## config.mk

```make
export PLATFORM = sky130hd
export DESIGN_NAME = lzw_ctrl
export DESIGN_NICKNAME = d
export VERILOG_FILES = /design/src/rtl/lzw_pkg.sv /design/src/rtl/lzw_ctrl.sv
export SDC_FILE = /design/constraint.sdc
export NUM_CORES = 1
export LEC_CHECK = 0
export ABC_AREA = 1
export BUFFER_PORTS_ARGS = -buffer_cell sky130_fd_sc_hd__clkbuf_2
export CAP_MARGIN = 10
export CORE_AREA = 2 2 39 41
export DETAILED_ROUTE_END_ITERATION = 6
export DIE_AREA = 0 0 41 43
export GPL_TIMING_DRIVEN = 1
export REMOVE_ABC_BUFFERS = 1
export SKIP_CTS_REPAIR_TIMING = 1
export SKIP_LAST_GASP = 1
export SLEW_MARGIN = 10
export SYNTH_ARGS = -nofsm -noshare
export SYNTH_HDL_FRONTEND = slang
export SYNTH_SLANG_ARGS = --single-unit
```

## constraint.sdc

```tcl
create_clock -name i_clk -period 2.3 [get_ports i_clk]
set_input_delay 0.46 -clock i_clk [delete_from_list [all_inputs] [get_ports i_clk]]
set_output_delay 0.46 -clock i_clk [all_outputs]
set_load 0.02 [all_outputs]
```

## src/rtl/lzw_pkg.sv

```systemverilog
// Shared constants and controller/datapath interface types for the LZW compressor.
// No dependencies.
package lzw_pkg;

    localparam int CODE_BITS  = 12;
    localparam int NFC_BITS   = 17;
    localparam logic [NFC_BITS-1:0] TABLE_SIZE  = NFC_BITS'(1) << CODE_BITS;
    localparam logic [15:0]         FLUSH_CODE  = 16'd256;
    localparam logic [NFC_BITS-1:0] FIRST_CODE  = NFC_BITS'(257);
    localparam logic [15:0]         MAX_CODE_RST = 16'd4095;

    // Commands from controller to datapath
    typedef struct packed {
        logic load;   // input beat accepted
        logic rd;     // read dictionary entry at search index
        logic nxt;    // advance search index
        logic hit;    // search matched
        logic miss;   // search exhausted
        logic adv;    // output beat taken
    } t_cmd;

    // Status from datapath to controller
    typedef struct packed {
        logic held;      // a prefix is held
        logic in_last;   // last mark on the input port
        logic last;      // latched last mark
        logic more;      // search index below next free code
        logic match;     // read key equals search key
        logic emit_last; // current output beat is the final one
    } t_sts;

endpackage

```

## src/rtl/lzw_ctrl.sv

```systemverilog
// Controller of the LZW compressor: accept, linear dictionary search, code emission.
// Depends on lzw_pkg.
module lzw_ctrl (
    input  logic          i_clk,
    input  logic          i_rst_n,
    input  logic          i_valid,
    output logic          o_ready,
    output logic          o_valid,
    input  logic          i_ready,
    input  lzw_pkg::t_sts i_sts,
    output lzw_pkg::t_cmd o_cmd
);

    localparam logic [2:0] S_IDLE = 3'd0;
    localparam logic [2:0] S_RD   = 3'd1;
    localparam logic [2:0] S_CMP  = 3'd2;
    localparam logic [2:0] S_EMIT = 3'd3;

    logic [2:0] r_state;
    logic [2:0] n_state;

    always_ff @(posedge i_clk) begin
        if (!i_rst_n) begin
            r_state <= S_IDLE;
        end else begin
            r_state <= n_state;
        end
    end

    // Next state and commands
    always_comb begin
        n_state = r_state;
        o_cmd   = '0;
        o_ready = 1'b0;
        o_valid = 1'b0;
        case (r_state)
            S_IDLE: begin
                o_ready = 1'b1;
                if (i_valid) begin
                    o_cmd.load = 1'b1;
                    if (i_sts.held) begin
                        n_state = S_RD;
                    end else if (i_sts.in_last) begin
                        n_state = S_EMIT;
                    end
                end
            end
            S_RD: begin
                if (i_sts.more) begin
                    o_cmd.rd = 1'b1;
                    n_state  = S_CMP;
                end else begin
                    o_cmd.miss = 1'b1;
                    n_state    = S_EMIT;
                end
            end
            S_CMP: begin
                if (i_sts.match) begin
                    o_cmd.hit = 1'b1;
                    n_state   = i_sts.last ? S_EMIT : S_IDLE;
                end else begin
                    o_cmd.nxt = 1'b1;
                    n_state   = S_RD;
                end
            end
            S_EMIT: begin
                o_valid = 1'b1;
                if (i_ready) begin
                    o_cmd.adv = 1'b1;
                    if (i_sts.emit_last) begin
                        n_state = S_IDLE;
                    end
                end
            end
            default: n_state = S_IDLE;
        endcase
    end

endmodule

```

Word-level counts from Yosys, hierarchy flattened

Index checks and enable logic that the tools add are counted.

Output and inout bits: 8
Register bits after elaboration: 3

Reduce and logical (&&, ||, !) cells: 2
Eq/ne operators: 7
Mux-type cells: 22

Operators with widths:

| operator                                                               | count |
|---|---|
| 3-bit two-way mux                                                      | 5 |
| 1-bit two-way mux                                                      | 13 |
| 3-bit one-hot mux with 4 select lines                                  | 1 |
| 3-bit by 2-bit equality test with 1-bit output (second input constant) | 2 |
| 2-bit two-way mux                                                      | 3 |
| 2-bit != test (second input constant)                                  | 3 |
| 4-bit AND reduction                                                    | 1 |
| 3-bit by 1-bit equality test with 1-bit output (second input constant) | 1 |
| 3-bit zero test                                                        | 1 |
| 3-bit != test (second input constant)                                  | 1 |

Depth between registers and ports, before layout

Depth in word-level cells: 4
Depth in mapped cells: 7
Gate-level depth less buffers: 6

Worst setup path before layout

OpenSTA, ideal clock, no wires.

Kind: input -> output
From: input port i_valid
To: output port o_cmd[5] (netlist name)
Cell stages on the path: 2
Setup slack: 0.894 ns
Required time: 1.840 ns
Data arrival time: 0.946 ns
Cells stage by stage: inv_1 nor3_1

RTL lines:

| what               | RTL line       | source |
|---|---|---|
| start: declaration | lzw_ctrl.sv:6  | `input logic i_valid,` |
| end: declaration   | lzw_ctrl.sv:11 | `output lzw_pkg::t_cmd o_cmd` |

==> flow_summary.ini <==
[route]
ant_nets = 0
routed_wl_um = 542
wl_per_cell_um = 6.95
drt_iter0_markers = 4
avgViaCountPerCell = 3.67
drc_errors = 0
vias = 286
first_pass_iters = 2

[floorplan]
die_x_um = 41
start_util_pct = 16.7
chipHeight_um = 43
pin_count = 18
rows = 14
dieArea_sq_mm = 0.00176
core_sq_mm = 0.00138

[sta]
setup_viol = 0
final.min_clock_period_ns = 1.60
slew_headroom_pct = 77.8
worstMarginPinSlew_ns = 0.332
slew_violations = 0
max_freq_mhz = 623
timing_hold_violations_final = 0
fin_crit_sh_pct = 69.7
skew_ns = 0.00149
holdWs_ns = 0.468
rsz0062_at_grt = false
fin_tns_setup_ns = 0

[synthesis]
postSynthAreaPerCell_sq_um = 5.38
synth_area_sq_um = 231
ys_ff_latch = 2
ys_types = 15
netlist_instances = 43
ys_seq_area_share_pct = 17.3
synth_warnings = 0

[grt]
grt_max_degree = 10
grt-ovfl-total = 0
grt_pass1_wl_um = 765
grt_usage_pct = 7.01
antenna_found_initial = 0
grt_pass1_vias = 217

[power_and_ir_drop]
power_density_mw_per_mm2 = 667
netSwitchingFraction_pct = 41.5
p_seq_share_pct = 23.5
ir_drop_mv = 0.139
internal_power_uw = 137
switchingPower_uw = 97.3
pwr-share-clk_pct = 32.7
total_leakage_power_nw = 0.216
combPwrFrac_pct = 43.8

[critical_path]
crit_buf_inv = 3
crit_required_ns = 1.84
critical_path.max_stage_delay_ns = 0.42
path_delay_family = flip-flops
crit_path_top_delay_cell = dfxtp_1
critPathCaptureType = output port
path_class = flop to output port
crit_fanout = 6
critPathLaunchType = flop
arrival_ns = 1.14
crit_chain = inv_2, nor2_4, inv_1, nor2_1, clkbuf_2

[layout]
syn_to_final_growth_pct = 51.9
largest_reg_flops = 2
top_register = r_state
nets = 74
reg_top3 = r_state x2
diodes = 0
fillerInstances = 164
drive_above_1_share_pct = 41.9

[clocking]
clk_pin_slew_ns = 0.03
cts_made_buffers = 3
ctsLongestPathBuffers = 2
htreeDepth = 1
clk_latency_ns = 0.22
cts_root_buf = clkbuf_4
cts_sinks = 2
cts_tree = done

[hold_path]
hp-class = input pin to flop

[place]
dp_hpwl_um = 459
place_congestion = 0.663
port-buffer-count = 17

[job]
drv_cap = 0

[run_status]
status = finished, final reports clean
power by group through the flow:
stage	clock network [mW]	registers, mW	logic [mW]
global placement	0	0.0550	0.103
CTS	0.0816	0.0553	0.104
global route	0.0856	0.0574	0.114
floorplan	0	0.0536	0.0729
finish	0.0766	0.0551	0.103
detailed placement	0	0.0558	0.104
worst register-to-register path, delay by kind of cell, from the launching register on:
| kind | cells | cell delay, ns |
|---|---|---|
| and+or+nand+nor | 5 | 0.41 |
| DFF | 1 | 0.50 |
| AOI/OAI and AO/OA | 1 | 0.11 |
cells by family (layout without fill, tap and decap cells):
group	count (synthesis)	count (layout)	share of synthesized area, %
buffers and inverters	12	31	21.1
AO/OA/AOI/OAI	6	6	14.6
AND/OR/NAND/NOR	23	23	47.0
flip-flops	2	2	17.3
cell usage in the layout (no fill, tap or decap), drive strengths merged:
cell | netlist | final
a21oi | 2 | 2
clkbuf | 0 | 20
dfxtp | 2 | 2
inv | 11 | 11
nand2 | 10 | 10
nand3 | 3 | 3
nor2 | 9 | 9
nor3 | 1 | 1
o21ai | 4 | 4
stage by stage:
stage | utilization [%] | worst slack (ns) | cells | total power [mW] | instance area [sq um]
finish | 25.4 | 0.696 | 78 | 0.234 | 352
global route | 25.4 | 0.594 | 78 | 0.257 | 352
CTS | 25.4 | 0.682 | 78 | 0.241 | 352
detailed placement | 23.8 | 0.927 | 75 | 0.160 | 329
global placement | 23.8 | 0.899 | 75 | 0.158 | 329
floorplan | - | 0.894 | 42 | 0.126 | 224
final timing paths:
kind                      to  cells past startpoint  slack (ns)  startpoint
hold / removal    r_state[0]                      3        0.47     i_rst_n
setup reg to reg  r_state[1]                      6        1.21  r_state[0]
setup / recovery    o_cmd[2]                      5        0.70  r_state[1]
hold reg to reg   r_state[1]                      6        0.76  r_state[1]
metal layers:
layer  vias to the layer above  routed length [um]  part of all wire, %  GRT usage, %
li1                        167                   -                    -             -
met1                       106                 275                   51          8.95
met2                        13                 199                   37          7.19
met3                         0                  68                   13          3.66
met4                         0                   0                    0          8.00
met5                         -                   0                    0             0
cell type report:
type                    count  area (sq um)  area share (%)
multi-input cells          29           143            40.6
repair buffers             17          85.1            24.2
inverters                  11          41.3            11.7
flip-flops and latches      2          40.0            11.4
clock buffers               3          22.5            6.41
well taps                  16          20.0            5.69
cells in the mapped netlist, drive strengths merged:
| cell type | number | share of area (%) |
|---|---|---|
| inv | 11 | 18 |
| nand2 | 10 | 16 |
| nor2 | 9 | 20 |
| o21ai | 4 | 8.6 |
| nand3 | 3 | 8.6 |
| a21oi | 2 | 5.9 |
| dfxtp | 2 | 17 |
| buf | 1 | 3.2 |
| nor3 | 1 | 2.2 |
(Power assumes the default switching activity.)
